## src/rtl/crot_pkg.sv

```systemverilog
// Shared types, constants and register indexes for the crossing route occupancy tracker.
`timescale 1ns / 1ps
package crot_pkg;

  localparam int NUM_ROUTES_DEF         = 4;
  localparam int SWITCHES_PER_ROUTE_DEF = 4;
  localparam int MS_PER_S               = 1000;
  localparam int MASK_BITS              = 16;

  localparam logic [3:0]  ENABLE_RST   = 4'hF;
  localparam logic [7:0]  TIMEOUT_RST  = 8'd30;
  localparam logic [15:0] DEBOUNCE_RST = 16'd500;
  localparam logic [15:0] REACT_RST    = 16'd5000;
  localparam logic [15:0] SINCE_MAX    = 16'hFFFF;

  localparam logic [2:0] REG_ROUTE_ENABLE = 3'd0;
  localparam logic [2:0] REG_TIMEOUT      = 3'd1;
  localparam logic [2:0] REG_DEBOUNCE     = 3'd2;
  localparam logic [2:0] REG_REACT        = 3'd3;
  localparam logic [2:0] REG_SW_CHECK     = 3'd4;
  localparam logic [2:0] REG_SW_POLARITY  = 3'd5;

  typedef enum logic [2:0] {
    LOC_EMPTY   = 3'd0,
    LOC_PRE     = 3'd1,
    LOC_ISL_IN  = 3'd2,
    LOC_ISL     = 3'd3,
    LOC_POST_IN = 3'd4,
    LOC_POST    = 3'd5
  } loc_t;

  typedef enum logic [1:0] {
    DIR_NONE = 2'd0,
    DIR_LTR  = 2'd1,
    DIR_RTL  = 2'd2
  } dir_t;

  typedef struct packed {
    loc_t        stage;
    dir_t        dir;
    logic [17:0] timer;
    logic        running;
    logic [15:0] hold;
    logic [15:0] since;
  } route_t;

  typedef struct packed {
    logic [15:0] debounce;
    logic [15:0] react;
    logic [15:0] chk;
    logic [15:0] pol;
    logic [17:0] timer_load;
  } unit_cfg_t;

  typedef struct packed {
    logic       lo;
    logic       li;
    logic       ri;
    logic       ro;
    logic [3:0] sw;
  } sense_t;

endpackage

```

## src/rtl/crot_ifs.sv

```systemverilog
// Valid/ready channel interfaces for tracker items and results.
`timescale 1ns / 1ps
interface crot_item_if;
  logic       valid;
  logic       ready;
  logic       opcode;
  logic [1:0] route_index;
  logic       left_outer;
  logic       left_island;
  logic       right_island;
  logic       right_outer;
  logic [3:0] switch_values;

  modport source (output valid, opcode, route_index, left_outer, left_island, right_island,
                  right_outer, switch_values, input ready);
  modport sink (input valid, opcode, route_index, left_outer, left_island, right_island,
                right_outer, switch_values, output ready);
endinterface

interface crot_result_if;
  logic       valid;
  logic       ready;
  logic [2:0] location;
  logic [1:0] travel_direction;
  logic       flash_active;
  logic       lower_arms_pulse;
  logic       raise_arms_pulse;
  logic [3:0] timeout_mask;

  modport source (output valid, location, travel_direction, flash_active, lower_arms_pulse,
                  raise_arms_pulse, timeout_mask, input ready);
  modport sink (input valid, location, travel_direction, flash_active, lower_arms_pulse,
                raise_arms_pulse, timeout_mask, output ready);
endinterface

```

## src/rtl/crossing_route_occupancy_tracker.sv

```systemverilog
// Top level: sequencer, route state, configuration and result register of the tracker.
//
// Items arrive on the item channel: a millisecond tick (opcode 0) or a sensor
// sample for one route (opcode 1). Each transaction yields one result
// transaction with the addressed route's stage and direction, the flash state,
// arm pulses and the mask of routes cleared by timeout on a tick.
// One shared route unit is stepped by a small sequencer. A tick visits every
// route in turn and a sample updates its route (an ignored sample none); then
// a scan over every route forms the flash state and picks up the reported
// route. Ready returns together with result valid, so a new item is taken
// only once the last one has reached the result register.
// The result register holds one finished result; while the receiver stalls a
// further item may be accepted and worked, and it then waits for the register.
// Configuration writes take effect at once and are to be made while idle; the block does not enforce it.
// Reset (synchronous, rst high) empties all routes, stops all timers, clears
// holds, saturates the time since entry and loads the register defaults.
`timescale 1ns / 1ps
module crossing_route_occupancy_tracker #(
  parameter int NUM_ROUTES         = crot_pkg::NUM_ROUTES_DEF,
  parameter int SWITCHES_PER_ROUTE = crot_pkg::SWITCHES_PER_ROUTE_DEF
) (
  input  logic          clk,
  input  logic          rst,
  input  logic          cfg_wr_en,
  input  logic [2:0]    cfg_index,
  input  logic [15:0]   cfg_wdata,
  crot_item_if.sink     item,
  crot_result_if.source result
);
  import crot_pkg::*;

  localparam int RW = (NUM_ROUTES > 1) ? $clog2(NUM_ROUTES) : 1;

  typedef enum logic [4:0] {
    ST_IDLE   = 5'b00001,
    ST_TICK   = 5'b00010,
    ST_SAMPLE = 5'b00100,
    ST_SCAN   = 5'b01000,
    ST_DONE   = 5'b10000
  } state_t;

  logic [3:0]  en_mask;
  logic [7:0]  timeout_s;
  logic [15:0] debounce;
  logic [15:0] react;
  logic [15:0] sw_chk;
  logic [15:0] sw_pol;

  state_t      state;
  logic [RW-1:0] rt;
  logic        op_q;
  logic [1:0]  idx_q;
  sense_t      sense_q;
  logic [3:0]  tmask;
  logic        want;
  loc_t        loc_q;
  dir_t        dir_q;
  logic        flash_state;

  logic        ov;
  logic [2:0]  o_loc;
  logic [1:0]  o_dir;
  logic        o_flash;
  logic        o_lower;
  logic        o_raise;
  logic [3:0]  o_tmask;

  route_t      routes [NUM_ROUTES];
  route_t      unit_nxt;
  logic        unit_expired;
  unit_cfg_t   ucfg;

  logic item_acc;
  logic sample_hit;
  logic last;
  logic idx_match;
  logic out_free;

  always_ff @(posedge clk) begin
    if (rst) begin
      en_mask   <= ENABLE_RST;
      timeout_s <= TIMEOUT_RST;
      debounce  <= DEBOUNCE_RST;
      react     <= REACT_RST;
      sw_chk    <= '0;
      sw_pol    <= '0;
    end else if (cfg_wr_en) begin
      case (cfg_index)
        REG_ROUTE_ENABLE: en_mask   <= cfg_wdata[3:0];
        REG_TIMEOUT:      timeout_s <= cfg_wdata[7:0];
        REG_DEBOUNCE:     debounce  <= cfg_wdata;
        REG_REACT:        react     <= cfg_wdata;
        REG_SW_CHECK:     sw_chk    <= cfg_wdata;
        REG_SW_POLARITY:  sw_pol    <= cfg_wdata;
        default: ;
      endcase
    end
  end

  assign ucfg.debounce   = debounce;
  assign ucfg.react      = react;
  assign ucfg.chk        = sw_chk;
  assign ucfg.pol        = sw_pol;
  assign ucfg.timer_load = 18'(timeout_s) * 18'(MS_PER_S);

  crot_route_unit #(
    .NUM_ROUTES         (NUM_ROUTES),
    .SWITCHES_PER_ROUTE (SWITCHES_PER_ROUTE)
  ) u_unit (
    .sample  (op_q),
    .route   (rt),
    .cfg     (ucfg),
    .sense   (sense_q),
    .cur     (routes[rt]),
    .nxt     (unit_nxt),
    .expired (unit_expired)
  );

  assign item.ready = (state == ST_IDLE) && !rst;
  assign item_acc   = item.valid && item.ready;
  assign sample_hit = item.opcode && (32'(item.route_index) < NUM_ROUTES)
                      && en_mask[item.route_index];
  assign last       = (rt == RW'(NUM_ROUTES - 1));
  assign idx_match  = (32'(rt) == 32'(idx_q));
  assign out_free   = !ov || result.ready;

  always_ff @(posedge clk) begin
    if (rst) begin
      state       <= ST_IDLE;
      rt          <= '0;
      tmask       <= '0;
      want        <= 1'b0;
      flash_state <= 1'b0;
      for (int r = 0; r < NUM_ROUTES; r++) begin
        routes[r].stage   <= LOC_EMPTY;
        routes[r].dir     <= DIR_NONE;
        routes[r].timer   <= '0;
        routes[r].running <= 1'b0;
        routes[r].hold    <= '0;
        routes[r].since   <= SINCE_MAX;
      end
    end else begin
      case (state)
        ST_IDLE: begin
          if (item_acc) begin
            op_q    <= item.opcode;
            idx_q   <= item.route_index;
            sense_q <= '{lo: item.left_outer, li: item.left_island, ri: item.right_island,
                         ro: item.right_outer, sw: item.switch_values};
            tmask   <= '0;
            want    <= 1'b0;
            loc_q   <= LOC_EMPTY;
            dir_q   <= DIR_NONE;
            if (!item.opcode) begin
              rt    <= '0;
              state <= ST_TICK;
            end else if (sample_hit) begin
              rt    <= RW'(item.route_index);
              state <= ST_SAMPLE;
            end else begin
              rt    <= '0;
              state <= ST_SCAN;
            end
          end
        end
        ST_TICK: begin
          routes[rt] <= unit_nxt;
          if (unit_expired && 32'(rt) < 4) begin
            tmask <= tmask | (4'(1) << rt);
          end
          rt <= last ? '0 : rt + RW'(1);
          if (last) begin
            state <= ST_SCAN;
          end
        end
        ST_SAMPLE: begin
          routes[rt] <= unit_nxt;
          rt         <= '0;
          state      <= ST_SCAN;
        end
        ST_SCAN: begin
          if (routes[rt].stage == LOC_PRE || routes[rt].stage == LOC_ISL_IN
              || routes[rt].stage == LOC_ISL) begin
            want <= 1'b1;
          end
          if (idx_match) begin
            loc_q <= routes[rt].stage;
            dir_q <= routes[rt].dir;
          end
          rt <= last ? '0 : rt + RW'(1);
          if (last) begin
            state <= ST_DONE;
          end
        end
        ST_DONE: begin
          if (out_free) begin
            flash_state <= want;
            state       <= ST_IDLE;
          end
        end
        default: state <= ST_IDLE;
      endcase
    end
  end

  always_ff @(posedge clk) begin
    if (rst) begin
      ov <= 1'b0;
    end else if (state == ST_DONE && out_free) begin
      ov <= 1'b1;
    end else if (result.ready) begin
      ov <= 1'b0;
    end
  end

  always_ff @(posedge clk) begin
    if (state == ST_DONE && out_free) begin
      o_loc   <= 3'(loc_q);
      o_dir   <= 2'(dir_q);
      o_flash <= want;
      o_lower <= want && !flash_state;
      o_raise <= !want && flash_state;
      o_tmask <= tmask;
    end
  end

  assign result.valid            = ov;
  assign result.location         = o_loc;
  assign result.travel_direction = o_dir;
  assign result.flash_active     = o_flash;
  assign result.lower_arms_pulse = o_lower;
  assign result.raise_arms_pulse = o_raise;
  assign result.timeout_mask     = o_tmask;

  a_load_from_done: assert property (@(posedge clk) disable iff (rst)
    $rose(ov) |-> $past(state == ST_DONE))
    else $error("result loaded outside the done step");

  a_sample_to_scan: assert property (@(posedge clk) disable iff (rst)
    (state == ST_SAMPLE) |=> (state == ST_SCAN && rt == '0))
    else $error("sample update not followed by flash scan");

  a_flash_held: assert property (@(posedge clk) disable iff (rst)
    ov |-> (result.flash_active == flash_state))
    else $error("reported flash differs from flash state");

  a_pulses_excl: assert property (@(posedge clk) disable iff (rst)
    ov |-> !(o_lower && o_raise))
    else $error("lower and raise pulses together");

  a_timeout_no_lower: assert property (@(posedge clk) disable iff (rst)
    (ov && o_tmask != 4'd0) |-> !o_lower)
    else $error("timeout transaction lowered the arms");

endmodule

```

## src/rtl/crot_route_unit.sv

```systemverilog
// Shared per-route update unit: tick timers, train entry, switch check and stage stepping.
`timescale 1ns / 1ps
module crot_route_unit #(
  parameter int NUM_ROUTES         = crot_pkg::NUM_ROUTES_DEF,
  parameter int SWITCHES_PER_ROUTE = crot_pkg::SWITCHES_PER_ROUTE_DEF,
  localparam int RW = (NUM_ROUTES > 1) ? $clog2(NUM_ROUTES) : 1
) (
  input  logic                sample,
  input  logic [RW-1:0]       route,
  input  crot_pkg::unit_cfg_t cfg,
  input  crot_pkg::sense_t    sense,
  input  crot_pkg::route_t    cur,
  output crot_pkg::route_t    nxt,
  output logic                expired
);
  import crot_pkg::*;

  logic sw_ok;
  logic near_isl, far_isl, far_outer;

  always_comb begin : switch_check
    int   b;
    logic want_v, have_v;
    sw_ok = 1'b1;
    for (int x = 0; x < SWITCHES_PER_ROUTE; x++) begin
      b      = int'(route) * SWITCHES_PER_ROUTE + x;
      want_v = cfg.pol[b[3:0]];
      have_v = (x < 4) ? sense.sw[2'(x)] : 1'b0;
      if (b < MASK_BITS && cfg.chk[b[3:0]] && (want_v != have_v)) begin
        sw_ok = 1'b0;
      end
    end
  end

  assign near_isl  = (cur.dir == DIR_RTL) ? sense.ri : sense.li;
  assign far_isl   = (cur.dir == DIR_RTL) ? sense.li : sense.ri;
  assign far_outer = (cur.dir == DIR_RTL) ? sense.lo : sense.ro;

  always_comb begin
    nxt     = cur;
    expired = 1'b0;
    if (!sample) begin
      if (cur.since != SINCE_MAX) begin
        nxt.since = cur.since + 16'd1;
      end
      if (cur.hold != 16'd0) begin
        nxt.hold = cur.hold - 16'd1;
      end
      if (cur.running) begin
        if (cur.timer <= 18'd1) begin
          nxt.timer   = '0;
          nxt.running = 1'b0;
          if (cur.stage != LOC_EMPTY) begin
            nxt.stage = LOC_EMPTY;
            nxt.dir   = DIR_NONE;
            nxt.hold  = cfg.react;
            expired   = 1'b1;
          end
        end else begin
          nxt.timer = cur.timer - 18'd1;
        end
      end
    end else if ((sense.lo || sense.ro) && cur.stage == LOC_EMPTY && cur.hold == 16'd0) begin
      if (sw_ok) begin
        nxt.since   = '0;
        nxt.stage   = LOC_PRE;
        nxt.dir     = sense.lo ? DIR_LTR : DIR_RTL;
        nxt.timer   = cfg.timer_load;
        nxt.running = 1'b1;
      end
    end else if ((cur.dir == DIR_LTR || cur.dir == DIR_RTL) && cur.since >= cfg.debounce) begin
      case (cur.stage)
        LOC_PRE: begin
          if (near_isl) begin
            nxt.stage   = LOC_ISL_IN;
            nxt.timer   = cfg.timer_load;
            nxt.running = 1'b1;
          end
        end
        LOC_ISL_IN: begin
          if (far_isl) begin
            nxt.stage   = LOC_ISL;
            nxt.timer   = cfg.timer_load;
            nxt.running = 1'b1;
          end
        end
        LOC_ISL: begin
          if (!far_isl) begin
            nxt.stage   = LOC_POST_IN;
            nxt.timer   = cfg.timer_load;
            nxt.running = 1'b1;
          end
        end
        LOC_POST_IN: begin
          if (far_outer) begin
            nxt.stage   = LOC_POST;
            nxt.timer   = cfg.timer_load;
            nxt.running = 1'b1;
          end
        end
        LOC_POST: begin
          if (!far_outer) begin
            nxt.stage   = LOC_EMPTY;
            nxt.dir     = DIR_NONE;
            nxt.hold    = cfg.react;
            nxt.running = 1'b0;
          end
        end
        default: ;
      endcase
    end
  end

endmodule
```

## src/flat_wrapper.sv

```systemverilog
// flat-port wrapper written by rule: the top's interface ports become plain ports
module crossing_route_occupancy_tracker_flat import crot_pkg::*;
#(
  parameter int NUM_ROUTES         = crot_pkg::NUM_ROUTES_DEF,
  parameter int SWITCHES_PER_ROUTE = crot_pkg::SWITCHES_PER_ROUTE_DEF
)
  (clk, rst, cfg_wr_en, cfg_index, cfg_wdata, item_valid, item_opcode, item_route_index, item_left_outer, item_left_island, item_right_island, item_right_outer, item_switch_values, item_ready, result_valid, result_location, result_travel_direction, result_flash_active, result_lower_arms_pulse, result_raise_arms_pulse, result_timeout_mask, result_ready);
  crot_item_if item_i ();
  crot_result_if result_i ();
  input  logic clk;
  input  logic rst;
  input  logic cfg_wr_en;
  input  logic [2:0] cfg_index;
  input  logic [15:0] cfg_wdata;
  input wire logic [$bits(item_i.valid)-1:0] item_valid;
  input wire logic [$bits(item_i.opcode)-1:0] item_opcode;
  input wire logic [$bits(item_i.route_index)-1:0] item_route_index;
  input wire logic [$bits(item_i.left_outer)-1:0] item_left_outer;
  input wire logic [$bits(item_i.left_island)-1:0] item_left_island;
  input wire logic [$bits(item_i.right_island)-1:0] item_right_island;
  input wire logic [$bits(item_i.right_outer)-1:0] item_right_outer;
  input wire logic [$bits(item_i.switch_values)-1:0] item_switch_values;
  output wire logic [$bits(item_i.ready)-1:0] item_ready;
  output wire logic [$bits(result_i.valid)-1:0] result_valid;
  output wire logic [$bits(result_i.location)-1:0] result_location;
  output wire logic [$bits(result_i.travel_direction)-1:0] result_travel_direction;
  output wire logic [$bits(result_i.flash_active)-1:0] result_flash_active;
  output wire logic [$bits(result_i.lower_arms_pulse)-1:0] result_lower_arms_pulse;
  output wire logic [$bits(result_i.raise_arms_pulse)-1:0] result_raise_arms_pulse;
  output wire logic [$bits(result_i.timeout_mask)-1:0] result_timeout_mask;
  input wire logic [$bits(result_i.ready)-1:0] result_ready;
  assign item_i.valid = item_valid;
  assign item_i.opcode = item_opcode;
  assign item_i.route_index = item_route_index;
  assign item_i.left_outer = item_left_outer;
  assign item_i.left_island = item_left_island;
  assign item_i.right_island = item_right_island;
  assign item_i.right_outer = item_right_outer;
  assign item_i.switch_values = item_switch_values;
  assign item_ready = item_i.ready;
  assign result_valid = result_i.valid;
  assign result_location = result_i.location;
  assign result_travel_direction = result_i.travel_direction;
  assign result_flash_active = result_i.flash_active;
  assign result_lower_arms_pulse = result_i.lower_arms_pulse;
  assign result_raise_arms_pulse = result_i.raise_arms_pulse;
  assign result_timeout_mask = result_i.timeout_mask;
  assign result_i.ready = result_ready;
  crossing_route_occupancy_tracker #(.NUM_ROUTES(NUM_ROUTES), .SWITCHES_PER_ROUTE(SWITCHES_PER_ROUTE)) u_core (.clk(clk), .rst(rst), .cfg_wr_en(cfg_wr_en), .cfg_index(cfg_index), .cfg_wdata(cfg_wdata), .item(item_i), .result(result_i));
endmodule
```

## config.mk

```make
export PLATFORM = sky130hd
export DESIGN_NAME = crossing_route_occupancy_tracker_flat
export DESIGN_NICKNAME = d
export VERILOG_FILES = /design/src/rtl/crot_pkg.sv /design/src/rtl/crot_ifs.sv /design/src/rtl/crossing_route_occupancy_tracker.sv /design/src/rtl/crot_route_unit.sv /design/src/flat_wrapper.sv
export SDC_FILE = /design/constraint.sdc
export NUM_CORES = 1
export LEC_CHECK = 0
export BUFFER_PORTS_ARGS = -buffer_cell sky130_fd_sc_hd__buf_2
export CORE_MARGIN = 3
export CORE_UTILIZATION = 50
export DETAILED_ROUTE_END_ITERATION = 7
export HOLD_SLACK_MARGIN = 0.12
export PLACE_DENSITY = 0.78
export SYNTH_ARGS = -nofsm -noshare
export SYNTH_HDL_FRONTEND = slang
export SYNTH_SLANG_ARGS = --single-unit
```

## constraint.sdc

```tcl
create_clock -name clk -period 5.54 [get_ports clk]
set_input_delay 1.108 -clock clk [delete_from_list [all_inputs] [get_ports clk]]
set_output_delay 1.108 -clock clk [all_outputs]
set_load 0.05 [all_outputs]
```

Word level (Yosys, flattened, before mapping). Memory sizes are Yosys's and may differ from the RTL's. A register that Yosys moved wholly into a read port is not among the register bits. Index checks and enable logic that the tools add are counted.

Shift-type cells: 1. Div/mod/pow operators: 0. Order comparisons: 7. Equal/unequal tests: 29. Add/subtract/negate cells: 5. $mul: 1. Bitwise gates (word level): 3. Muxes and demuxes: 90. Reduce and logical (&&, ||, !) cells: 46.

Operators with widths (number): $mux W56 (3); $mux W16 (7); $mux W40 (2); $mux W19 (4); $pmux W18 S4 (1); $reduce_or A56 Y1 (1); $mux W24 (2); $mux W5 (8); $mux W17 (2); $mux W1 (27); $pmux W5 S5 (1); $mux W2 (11); $le A18 B1 Y1 const B (1); $mux W18 (1); $mux W3 (6); $sub A18 B1 Y18 const B (1); $add A16 B1 Y16 const B (1); $ge A16 B16 Y1 (1); $logic_not A16 Y1 (1); $ne A16 B16 Y1 const B (1); $reduce_and A2 Y1 (8); $reduce_bool A16 Y1 (1); $sub A16 B1 Y16 const B (1); $lt A4 B5 Y1 const B (3); other kinds (42) (87).

Input bits: 35. Bits in read-only memories: 0. Latch bits: 0. Memory bits (writable): 224. Memories: 1. Register bits after elaboration: 116. Logic and storage cells: 210. Output and inout port bits: 14.

Memories: u_core.routes (depth 4, bits a word 56, rd ports 1, clocked after memory_dff 1, write ports 4, RTL line crossing_route_occupancy_tracker.sv:68) `route_t routes [NUM_ROUTES];`.

Depth between registers and ports, before layout. Gate-level depths: netlist (run 1).

Depth in word-level cells: 11. Mapped depth: 16. Mapped depth without buffers: 16.

Modules after synthesis. From an unflattened synthesis (run 1), not the netlist that was laid out.

Cell total of the unflattened synthesis: 1625. Area total of the unflattened synthesis: 18423.9 sq um.

By module, submodules not included: crossing_route_occupancy_tracker (area each 15593.7 sq um, seq. area each 9409.0 sq um, instances 1, cells each 1183); crot_route_unit (area each 2830.2 sq um, seq. area each 0.0 sq um, instances 1, cells each 442).

Worst setup path after synthesis (run 1). OpenSTA, ideal clock, no wires.

Path kind: flip-flop to flip-flop. Start: reg u_core.timeout_s[1]. End: mem u_core.routes[0][50] (netlist name) (data pin). Required time: 5.255 ns. Period minus slack after synthesis: 4.823 ns. Path slack: 0.717 ns. Path buffers: 0. Library setup time: 0.285 ns. Cell stages (with the launch flop): 16. Arrival: 4.538 ns. Cells stage by stage: dfxtp_1 fa_1 inv_1 fa_1 fa_1 fa_1 inv_1 ha_1 a21oi_1 o21ai_0 or3_1 and3_1 o21ai_0 a21boi_0 o311ai_0 a21oi_1.

RTL lines: from (decl) (RTL line crossing_route_occupancy_tracker.sv:43) `logic [7:0] timeout_s;`; from (signal assigned) (RTL line crossing_route_occupancy_tracker.sv:90) `REG_TIMEOUT: timeout_s <= cfg_wdata[7:0];`; to (decl) (RTL line crossing_route_occupancy_tracker.sv:68).

==> metrics.yaml, run 1 <==
status:
  status: "finished, final reports clean"
die:
  core-area_sq_um: 34000
  start_util: 0.515
  rows: 67
  die_height_um: 193
  io_pins: 49
  die_w_um: 193
  dieArea_sq_um: 37300
sta:
  fin_crit_ns: 5.21
  hold_violations: 0
  slew_headroom: 0.155
  setup-violations-final: 0
  fin_setup_tns_ns: 0
  clock_skew_ns: 0.0232
  rsz0062_at_grt: "no"
  timing_worst_slew_pin_value_ns: 1.27
  maxSlewViolCount: 0
  timing.fmax_mhz: 192
  finalCritPeriodShare: 0.940
synth:
  synth_top_cell_by_area: "edfxtp_1"
  ys_seq_area_frac: 0.516
  synth.most_common_cell: "edfxtp_1"
  synth_top_area_share: 0.429
  post_synth_num_cell_types: 90
  synth_area_leaders: "edfxtp_1 43%, dfxtp_1 8.7%, mux4_2 6.3%"
  syn_inst: 1579
  synthArstFlopShare: 0
  avgSynthCellArea_sq_um: 11.1
  yosys_warnings: 0
  syn-cell-area_sq_um: 17500
  synthTopCellsByCount: "250 x edfxtp_1, 234 x nand2_1, 186 x nor2_1"
  mappedNetlistNets: 1698
  synth_edf_count: 250
  ys_ff_latch: 326
  synth_flop_cell: "edfxtp_1"
grt:
  grt_max_degree: 56
  antenna_found_initial: 0
  overflow: 0
  gr-max-usage-layer: "met2"
  grt_use_met2: 0.407
  track_usage: 0.239
  use_met3: 0.0405
  use_met1: 0.303
  grt_pass1_vias: 12800
  grt_pass1_wl_mm: 68.9
setup_path:
  timing.rr.start: "u_core.timeout_s[0]$_SDFFE_PP0P_"
  cp_max_fo: 7
  cp.required_ns: 5.78
  worstReg2RegEnd: "u_core.routes[2][50]$_SDFFCE_PN0P_"
  reg2reg_slack_ns: 0.33
  critPathLaunchType: "register"
  endpoint_kind: "register"
  arrival_ns: 5.45
  worst-setup-path-type: "reg -> reg"
  r2r_cells: 17
clocking:
  clock-sinks: 326
  holdBufCountCts: 0
  h-tree-depth: 2
  cts.clk_slew.worst_paths_ns: 0.06
  cts_tree: "built"
  cts-root-buf: "clkbuf_16"
  post_cts_buffers: 0
  cts_made_buffers: 34
  post_cts_resized: 0
  cts_max_path_buffers: 3
  insertion_delay_ns: 0.54
min_path:
  hold_end: "u_core.result.location[1]$_DFFE_PP_"
  min_path_cells: 0
  min_path_type: "reg -> reg"
  min_from: "u_core.loc_q[1]$_SDFFCE_PN0P_"
place:
  dp_hpwl_mm: 28.5
  dp_cells: 2027
  gp_congestion: 0.891
  numPortBuffers: 46
power_and_ir_drop:
  ir_drop_uv: 301
  leakage_uw: 0.00682
  power_uw: 7160
  power.density_nw_per_um2: 373
route:
  drt_iter0_drc: 1159
  vias: 12700
  wire_per_inst_um: 20.9
  drtPass1Iterations: 7
  drt-total-wl_mm: 43.6
  drc: 0
  vias_per_cell: 6.09
  antenna_left: 0
final_layout:
  fin_nets: 1734
  area_growth_pct: 9.73
  fin_util: 0.565
  final_cells: 2088
  drive_gt1_frac: 0.138
  antennaDiodeCount: 0
run:
  cap_violations: 0
final cells by class:
type	instances	area, sq um
Sequential cell	326	9030
Inverter	78	293
Clock buffer	45	905
Fill cell	2797	14800
Timing Repair Buffer	71	443
Multi-Input combinational cell	1104	7820
Tap cell	448	561
Clock inverter	16	161
state kept, by name, summed over array words and instances (netlist names), 2 cells and up, named ones only:
name                            cells
u_core.routes                     224
u_core.debounce                    16
u_core.react                       16
u_core.sw_chk                       8
u_core.sw_pol                       8
u_core.timeout_s                    8
u_core.sense_q                      6
u_core.state                        5
u_core.en_mask                      4
u_core.result.timeout_mask          4
u_core.tmask                        4
u_core.loc_q                        3
u_core.result.location              3
u_core.dir_q                        2
u_core.idx_q                        2
u_core.result.travel_direction      2
u_core.rt                           2
power breakdown:
part	switching [uW]	internal, uW	total [uW]
Sequential	103	2760	2870
Combinational	1320	753	2070
Clock	962	1260	2220
Total	2390	4780	7160
worst max-delay path by stage:
stage                                     startpoint                                 end  slack (ns)  depth (start not counted)
floorplan           u_core.timeout_s[1]$_SDFFE_PP1P_  u_core.routes[0][50]$_SDFFCE_PN0P_        0.72                         15
global placement    u_core.timeout_s[1]$_SDFFE_PP1P_  u_core.routes[2][50]$_SDFFCE_PN0P_        0.48                         16
detailed placement  u_core.timeout_s[1]$_SDFFE_PP1P_  u_core.routes[2][50]$_SDFFCE_PN0P_        0.36                         17
CTS                 u_core.timeout_s[1]$_SDFFE_PP1P_  u_core.routes[2][50]$_SDFFCE_PN0P_        0.35                         17
global route        u_core.timeout_s[1]$_SDFFE_PP1P_  u_core.routes[2][50]$_SDFFCE_PN0P_        0.01                         17
finish              u_core.timeout_s[0]$_SDFFE_PP0P_  u_core.routes[2][50]$_SDFFCE_PN0P_        0.33                         17
metal layers:
layer	wire, um	vias to the layer above
li1	-	5787
met5	0	-
met3	3690	110
met2	21300	583
met4	1820	0
met1	16700	6232
critical path, cell delays in order (launching register included):
cell and delay, ns:
dfxtp_1 0.56, fa_1 0.51, xor2_1 0.18, ha_1 0.18, a21oi_1 0.15, fa_1 0.47, fa_1 0.54, inv_1 0.04
ha_1 0.35, a21oi_1 0.20, o21ai_0 0.15, or3_1 0.41, and3_1 0.20, o21ai_0 0.14, a21boi_0 0.10, o311ai_0 0.46
buf_4 0.21, a21oi_1 0.06
placed cells by master (no fill, tap or decap), types with 9 or more instances in the layout:
cell type,instances
edfxtp_1,250
nand2_1,230
nor2_1,186
a21oi_1,97
inv_1,78
dfxtp_1,74
ha_1,63
mux4_2,49
buf_2,46
nor3_1,45
nand3_1,45
clkbuf_16,34
and2_1,32
o21ai_0,31
xnor2_1,26
buf_4,23
fa_1,21
xor2_1,20
and3_1,17
mux2i_1,14
nand2b_1,12
nor2b_1,12
o211ai_1,12
a211oi_1,11
or3_1,9
logic make-up (layout without fill, tap and decap cells):
family	after synthesis	after routing	share of synthesized area
buf+inv	149	210	0.0384
compound gates	259	259	0.102
flops	326	326	0.516
simple gates	638	638	0.166
fa+ha+maj	84	84	0.0690
xor+xnor	46	46	0.0230
mux	77	77	0.0861
through the flow:
step | instance area (sq um) | setup slack (ns) | hold slack, ns
global route | 19200 | 0.0104 | 0.431
global placement | 18100 | 0.482 | 0.412
detailed placement | 18100 | 0.364 | 0.416
finish | 19200 | 0.333 | 0.427
floorplan | 17500 | 0.717 | 0.400
CTS | 19200 | 0.347 | 0.430
No activity file was read; power rests on OpenSTA's default activity.
==> run 2: changes to the inputs <==
--- a/config.mk
+++ b/config.mk
@@ -13,4 +13,5 @@
 export PLACE_DENSITY = 0.78
 export SYNTH_ARGS = -nofsm -noshare
 export SYNTH_HDL_FRONTEND = slang
+export SYNTH_HIERARCHICAL = 1
 export SYNTH_SLANG_ARGS = --single-unit
==> metrics.yaml, run 2 <==
final_layout:
  multi_input_area_sq_um: 8050  # was 7820 sq um
  largest_reg_flops: 224  # unchanged
  regMostFlops: "u_core/routes"  # was u_core.routes
  regArea_sq_um: 9030  # unchanged
  layout_commonest_cell: "edfxtp_1"  # unchanged
  drive_gt1_frac: 0.135  # was 0.138
  area_growth_pct: 9.45  # was 9.73%
  antennaDiodeCount: 0  # unchanged
  top_regs: "u_core/routes (224), u_core/debounce (16), u_core/react (16)"  # was u_core.routes (224), u_core.debounce (16), u_core.react (16)
  nFillCells: 2889  # was 2797
  layout_common_cells: "250 x edfxtp_1, 171 x and3_1, 159 x nand2_1"  # was 250 x edfxtp_1, 230 x nand2_1, 186 x nor2_1
  fin_nets: 1688  # was 1734
route:
  drtPass1Iterations: 6  # was 7
  vias: 12800  # was 12700
  vias_per_cell: 6.24  # was 6.09
  drt_iter0_drc: 1316  # was 1159
  drc: 0  # unchanged
  wire_per_inst_um: 21.6  # was 20.9 um
  drt-total-wl_mm: 44.4  # was 43.6 mm
  antenna_left: 0  # unchanged
die:
  io_pins: 49  # unchanged
  core-area_sq_um: 34900  # was 34000 sq um
  rows: 68  # was 67
  die_height_um: 195  # was 193 um
  start_util: 0.512  # was 0.515
  dieArea_sq_um: 38000  # was 37300 sq um
  die_w_um: 195  # was 193 um
sta:
  holdWs_ns: 0.434  # was 0.427 ns
  clock_skew_ns: 0.0191  # was 0.0232 ns
  maxSlewViolCount: 0  # unchanged
  finalCritPeriodShare: 0.921  # was 0.940
  timing.fmax_mhz: 196  # was 192 MHz
  rsz0062_at_grt: "no"  # unchanged
  hold_violations: 0  # unchanged
  fin_setup_tns_ns: 0  # unchanged
  slew_headroom: 0.221  # was 0.155
  setup-violations-final: 0  # unchanged
  fin_crit_ns: 5.10  # was 5.21 ns
  timing_worst_slew_pin_value_ns: 1.15  # was 1.27 ns
setup_path:
  worst-setup-path-type: "reg -> reg"  # unchanged
  arrival_ns: 5.48  # was 5.45 ns
  critical_path.slowest_cell: "fa_1"  # was dfxtp_1
  cp_common_cell: "fa_1"
  cp_cell_sequence: "fa_1 > xor2_1 > ha_1 > a21oi_1 > fa_1 > fa_1 > inv_1 > ha_1 > a21o_1 > o21bai_1 > a221oi_1 > a211oi_1 > nand4_1 > a221oi_1 > o31ai_1 > and3_1"  # was fa_1 > xor2_1 > ha_1 > a21oi_1 > fa_1 > fa_1 > inv_1 > ha_1 > a21oi_1 > o21ai_0 > or3_1 > and3_1 > o21ai_0 > a21boi_0 > o311ai_0 > buf_4 > a21oi_1
  worstReg2RegEnd: "u_core/routes[0][50]$_SDFFCE_PN0P_"  # was u_core.routes[2][50]$_SDFFCE_PN0P_
  timing.rr.start: "u_core/timeout_s[1]$_SDFFE_PP1P_"  # was u_core.timeout_s[0]$_SDFFE_PP0P_
  critPathLaunchType: "register"  # unchanged
  r2r_cells: 16  # was 17
  reg2reg_slack_ns: 0.44  # was 0.33 ns
  cp.required_ns: 5.92  # was 5.78 ns
  max_stage_delay_ns: 0.53  # was 0.56 ns
  cp_max_fo: 8  # was 7
  endpoint_kind: "register"  # unchanged
grt:
  track_usage: 0.229  # was 0.239
  grt_max_degree: 113  # was 56
  grt_pass1_vias: 13000  # was 12800
  antenna_found_initial: 0  # unchanged
  grt_pass1_wl_mm: 69.7  # was 68.9 mm
  overflow: 0  # unchanged
status:
  status: "finished, final reports clean"  # unchanged
place:
  numPortBuffers: 46  # unchanged
  gp_congestion: 0.896  # was 0.891
  dp_hpwl_mm: 27.9  # was 28.5 mm
clocking:
  clock-sinks: 326  # unchanged
  cts.clk_slew.worst_paths_ns: 0.06  # about the same
  h-tree-depth: 2  # unchanged
  cts_max_path_buffers: 3  # unchanged
  cts-root-buf: "clkbuf_16"  # unchanged
  holdBufCountCts: 0  # unchanged
  post_cts_buffers: 0  # unchanged
  cts_made_buffers: 35  # was 34
  post_cts_resized: 0  # unchanged
  insertion_delay_ns: 0.52  # was 0.54 ns
  cts_tree: "built"  # unchanged
synth:
  syn-cell-area_sq_um: 17800  # was 17500 sq um
  syn_inst: 1559  # was 1579
  avgSynthCellArea_sq_um: 11.4  # was 11.1 sq um
  yosys_warnings: 6  # was 0
min_path:
  min_path_type: "reg -> reg"  # unchanged
  min_from: "u_core/dir_q[1]$_SDFFCE_PN0P_"  # was u_core.loc_q[1]$_SDFFCE_PN0P_
  min_path_cells: 0  # unchanged
  hold_end: "u_core/result.travel_direction[1]$_DFFE_PP_"  # was u_core.result.location[1]$_DFFE_PP_
power_and_ir_drop:
  power.density_nw_per_um2: 377  # was 373 nW/um^2
  leakage_uw: 0.00767  # was 0.00682 uW
  ir_drop_uv: 354  # was 301 uV
  power_uw: 7360  # was 7160 uW
run:
  cap_violations: 0  # unchanged
[run 2: how the worst max path moves through the flow]
stage	endpoint	from	slack (ns)	cells past startpoint
floorplan	u_core/routes[0][47]$_SDFFCE_PN0P_	u_core/timeout_s[1]$_SDFFE_PP1P_	0.98	15
global placement	u_core/routes[0][48]$_SDFFCE_PN0P_	u_core/timeout_s[1]$_SDFFE_PP1P_	0.50	14
detailed placement	u_core/routes[2][48]$_SDFFCE_PN0P_	u_core/timeout_s[1]$_SDFFE_PP1P_	0.49	14
CTS	u_core/routes[2][48]$_SDFFCE_PN0P_	u_core/timeout_s[1]$_SDFFE_PP1P_	0.42	15
global route	u_core/routes[0][47]$_SDFFCE_PN0P_	u_core/timeout_s[1]$_SDFFE_PP1P_	0.15	16
finish	u_core/routes[0][50]$_SDFFCE_PN0P_	u_core/timeout_s[1]$_SDFFE_PP1P_	0.44	16
[run 2: worst max-delay path: cells and delay by family (launching register included)]
family	cells	cell delay (ns)
AO/OA/AOI/OAI	7	1.77
XOR/XNOR	1	0.17
adder cells (fa/ha/maj)	5	2.05
buffers and inverters	1	0.04
flip-flops	1	0.52
AND/OR/NAND/NOR	2	0.41
[run 2: area by class of cell]
cell class,instances,area share
clock buffer,45,0.0495
clock inverter,19,0.00999
inverter,70,0.0135
multi-input combinational,1065,0.412
sequential,326,0.463
tap,455,0.0292
timing repair buffer,70,0.0229
[run 2: per-stage QoR]
| stage | cell area [sq um] | instances | setup WS (ns) | utilization |
|---|---|---|---|---|
| 6_report | 19500 | 2050 | 0.436 | 0.560 |
| 5_1_grt | 19500 | 2050 | 0.146 | 0.560 |
| 4_1_cts | 19500 | 2050 | 0.416 | 0.560 |
| 3_5_place_dp | 18400 | 1986 | 0.486 | 0.527 |
| 3_3_place_gp | 18400 | 1986 | 0.500 | 0.527 |
| 2_1_floorplan | 17900 | 1562 | 0.983 | - |
[run 2: per-layer routing]
layer | routed length (um) | vias to the layer above | GRT usage | share of wire
li1 | - | 5805 | - | -
met1 | 17800 | 6277 | 0.305 | 0.40
met2 | 21300 | 611 | 0.375 | 0.48
met3 | 3950 | 106 | 0.0527 | 0.089
met4 | 1320 | 0 | 0.0750 | 0.030
met5 | 0 | - | 0 | 0
[run 2: report_power, final]
| part | internal [uW] | switching, uW |
|---|---|---|
| sequential | 2730 | 125 |
| clock | 1390 | 969 |
| combinational | 788 | 1360 |
==> run 3: changes to the inputs <==
--- a/config.mk
+++ b/config.mk
@@ -5,12 +5,14 @@
 export SDC_FILE = /design/constraint.sdc
 export NUM_CORES = 1
 export LEC_CHECK = 0
-export BUFFER_PORTS_ARGS = -buffer_cell sky130_fd_sc_hd__buf_2
+export BUFFER_PORTS_ARGS = -buffer_cell sky130_fd_sc_hd__buf_4
+export CORE_ASPECT_RATIO = 0.75
 export CORE_MARGIN = 3
 export CORE_UTILIZATION = 50
 export DETAILED_ROUTE_END_ITERATION = 7
 export HOLD_SLACK_MARGIN = 0.12
 export PLACE_DENSITY = 0.78
+export SETUP_SLACK_MARGIN = 0.4
 export SYNTH_ARGS = -nofsm -noshare
 export SYNTH_HDL_FRONTEND = slang
 export SYNTH_HIERARCHICAL = 1
==> metrics.yaml, run 3 (same netlist as run 2, synthesis figures left out) <==
place:
  numPortBuffers: 46  # unchanged
  dp_hpwl_mm: 29.3  # was 27.9 mm
  gp_congestion: 0.895  # was 0.896
  pre_cts_ws_ns: 0.459  # was 0.486 ns
  dp_cells: 1989  # was 1986
  placed_area_sq_um: 18500  # was 18400 sq um
die:
  io_pins: 49  # unchanged
  die_height_um: 170  # was 195 um
  dieArea_sq_um: 38000  # about the same
  core-area_sq_um: 34900  # about the same
  start_util: 0.511  # was 0.512
  die_w_um: 224  # was 195 um
  rows: 59  # was 68
setup_path:
  critical_path.slowest_cell: "fa_1"  # unchanged
  cp_common_cell: "fa_1"  # unchanged
  reg2reg_slack_ns: 0.66  # was 0.44 ns
  timing.rr.start: "u_core/timeout_s[1]$_SDFFE_PP1P_"  # unchanged
  crit_family: "adder cells"  # unchanged
  r2r_cells: 15  # was 16
  cp_cell_sequence: "fa_1 > inv_1 > fa_1 > fa_1 > fa_1 > inv_1 > ha_1 > a21o_1 > o21bai_1 > a221o_1 > nand4_1 > nand4_1 > a221oi_1 > o31ai_1 > and3_1"  # was fa_1 > xor2_1 > ha_1 > a21oi_1 > fa_1 > fa_1 > inv_1 > ha_1 > a21o_1 > o21bai_1 > a221oi_1 > a211oi_1 > nand4_1 > a221oi_1 > o31ai_1 > and3_1
  arrival_ns: 5.22  # was 5.48 ns
  critical_path_buf_inv_count: 2  # was 1
  cp.required_ns: 5.88  # was 5.92 ns
  worstReg2RegEnd: "u_core/routes[0][50]$_SDFFCE_PN0P_"  # unchanged
  max_stage_delay_ns: 0.54  # was 0.53 ns
  endpoint_kind: "register"  # unchanged
  critPathLaunchType: "register"  # unchanged
  cp_max_fo: 8  # unchanged
  worst-setup-path-type: "reg -> reg"  # unchanged
sta:
  fin_setup_tns_ns: 0  # unchanged
  slew_headroom: 0.122  # was 0.221
  finalCritPeriodShare: 0.881  # was 0.921
  timing.fmax_mhz: 205  # was 196 MHz
  clock_skew_ns: 0.0136  # was 0.0191 ns
  worst_slack_ns: 0.657  # was 0.436 ns
  rsz0062_at_grt: "yes"  # was no
  setup-violations-final: 0  # unchanged
  hold_violations: 0  # unchanged
  maxSlewViolCount: 0  # unchanged
  fin_crit_ns: 4.88  # was 5.10 ns
  timing_worst_slew_pin_value_ns: 1.31  # was 1.15 ns
route:
  vias_per_cell: 6.30  # was 6.24
  wire_per_inst_um: 22.0  # was 21.6 um
  drt_iter0_drc: 1504  # was 1316
  drc: 0  # unchanged
  antenna_left: 0  # unchanged
  drt-total-wl_mm: 45.0  # was 44.4 mm
  drtPass1Iterations: 7  # was 6
  vias: 12900  # was 12800
grt:
  antenna_found_initial: 4  # was 0
  overflow: 0  # unchanged
  grt_max_degree: 125  # was 113
  grt_pass1_wl_mm: 69.8  # was 69.7 mm
  grt_pass1_vias: 12500  # was 13000
  track_usage: 0.235  # was 0.229
final_layout:
  fin_nets: 1684  # was 1688
  largest_reg_flops: 224  # unchanged
  postLayoutCellArea_sq_um: 19500  # about the same
  drive_gt1_frac: 0.140  # was 0.135
  area_growth_pct: 9.47  # was 9.45%
  top_regs: "u_core/routes (224), u_core/debounce (16), u_core/react (16)"  # unchanged
  regMostFlops: "u_core/routes"  # unchanged
  layout_common_cells: "250 x edfxtp_1, 171 x and3_1, 159 x nand2_1"  # unchanged
  layout_commonest_cell: "edfxtp_1"  # unchanged
  final_cells: 2046  # was 2050
  fin_util: 0.559  # was 0.560
  nFillCells: 2797  # was 2889
clocking:
  post_cts_buffers: 0  # unchanged
  clock-sinks: 326  # unchanged
  cts_made_buffers: 30  # was 35
  cts_tree: "built"  # unchanged
  insertion_delay_ns: 0.58  # was 0.52 ns
  h-tree-depth: 1  # was 2
  cts-root-buf: "clkbuf_16"  # unchanged
  cts_max_path_buffers: 3  # unchanged
  cts.clk_slew.worst_paths_ns: 0.07  # was 0.06 ns
power_and_ir_drop:
  leakage_uw: 0.00764  # was 0.00767 uW
  ir_drop_uv: 220  # was 354 uV
  power.density_nw_per_um2: 371  # was 377 nW/um^2
min_path:
  min_path_type: "reg -> reg"  # unchanged
  hold_end: "u_core/result.travel_direction[1]$_DFFE_PP_"  # unchanged
  min_from: "u_core/dir_q[1]$_SDFFCE_PN0P_"  # unchanged
  min_path_cells: 0  # unchanged
status:
  status: "finished, final reports clean"  # unchanged
run:
  cap_violations: 0  # unchanged
-- run 3: cell count changes in the layout (fill, tap and decap cells not counted), sizes merged --
cell	delta
clkbuf	-12
clkinvlp	+3
bufinv	+2
buf	+1
diode	+1
inv	-1
-- run 3: metrics by stage --
step	total power [uW]	hold slack (ns)
6_report	7240	0.420
5_1_grt	7560	0.429
3_3_place_gp	4950	0.407
3_5_place_dp	5000	0.405
4_1_cts	7190	0.419
2_1_floorplan	4400	0.400
-- run 3: power breakdown --
group / internal (uW) / total [uW] / switching [uW]
Combinational: 795 / 2190 / 1390
Sequential: 2730 / 2850 / 124
Clock: 1250 / 2200 / 955
Total: 4770 / 7240 / 2470
-- run 3: layer usage --
metal  routed length, um  share of wire  GRT usage
met1               18800           0.42      0.340
met2               20000           0.44      0.357
met3                5090           0.11     0.0541
met4                1180          0.026     0.0678
met5                  13        0.00029          0
-- run 3: area by class of cell --
type | count | area [sq um] | share of cell area
sequential | 326 | 9040 | 0.463
multi-input combinational | 1065 | 8080 | 0.414
clock buffer | 33 | 772 | 0.0395
tap | 457 | 572 | 0.0293
timing repair buffer | 71 | 533 | 0.0273
clock inverter | 23 | 273 | 0.0140
inverter | 70 | 263 | 0.0135
antenna | 1 | 2.50 | 0.000128
-- run 3: what timing repair did --
item	CTS	global route
hold buffers	0	0
endpoints found under the setup margin	0	26
resized for setup	0	11
-- run 3: worst max path at each step --
stage	from	to	cells after the start
floorplan	u_core/timeout_s[1]$_SDFFE_PP1P_	u_core/routes[0][47]$_SDFFCE_PN0P_	15
global placement	u_core/timeout_s[1]$_SDFFE_PP1P_	u_core/routes[0][48]$_SDFFCE_PN0P_	14
detailed placement	u_core/timeout_s[1]$_SDFFE_PP1P_	u_core/routes[1][48]$_SDFFCE_PN0P_	14
CTS	u_core/timeout_s[1]$_SDFFE_PP1P_	u_core/routes[1][48]$_SDFFCE_PN0P_	14
global route	u_core/timeout_s[2]$_SDFFE_PP1P_	u_core/routes[3][50]$_SDFFCE_PN0P_	16
finish	u_core/timeout_s[1]$_SDFFE_PP1P_	u_core/routes[0][50]$_SDFFCE_PN0P_	15
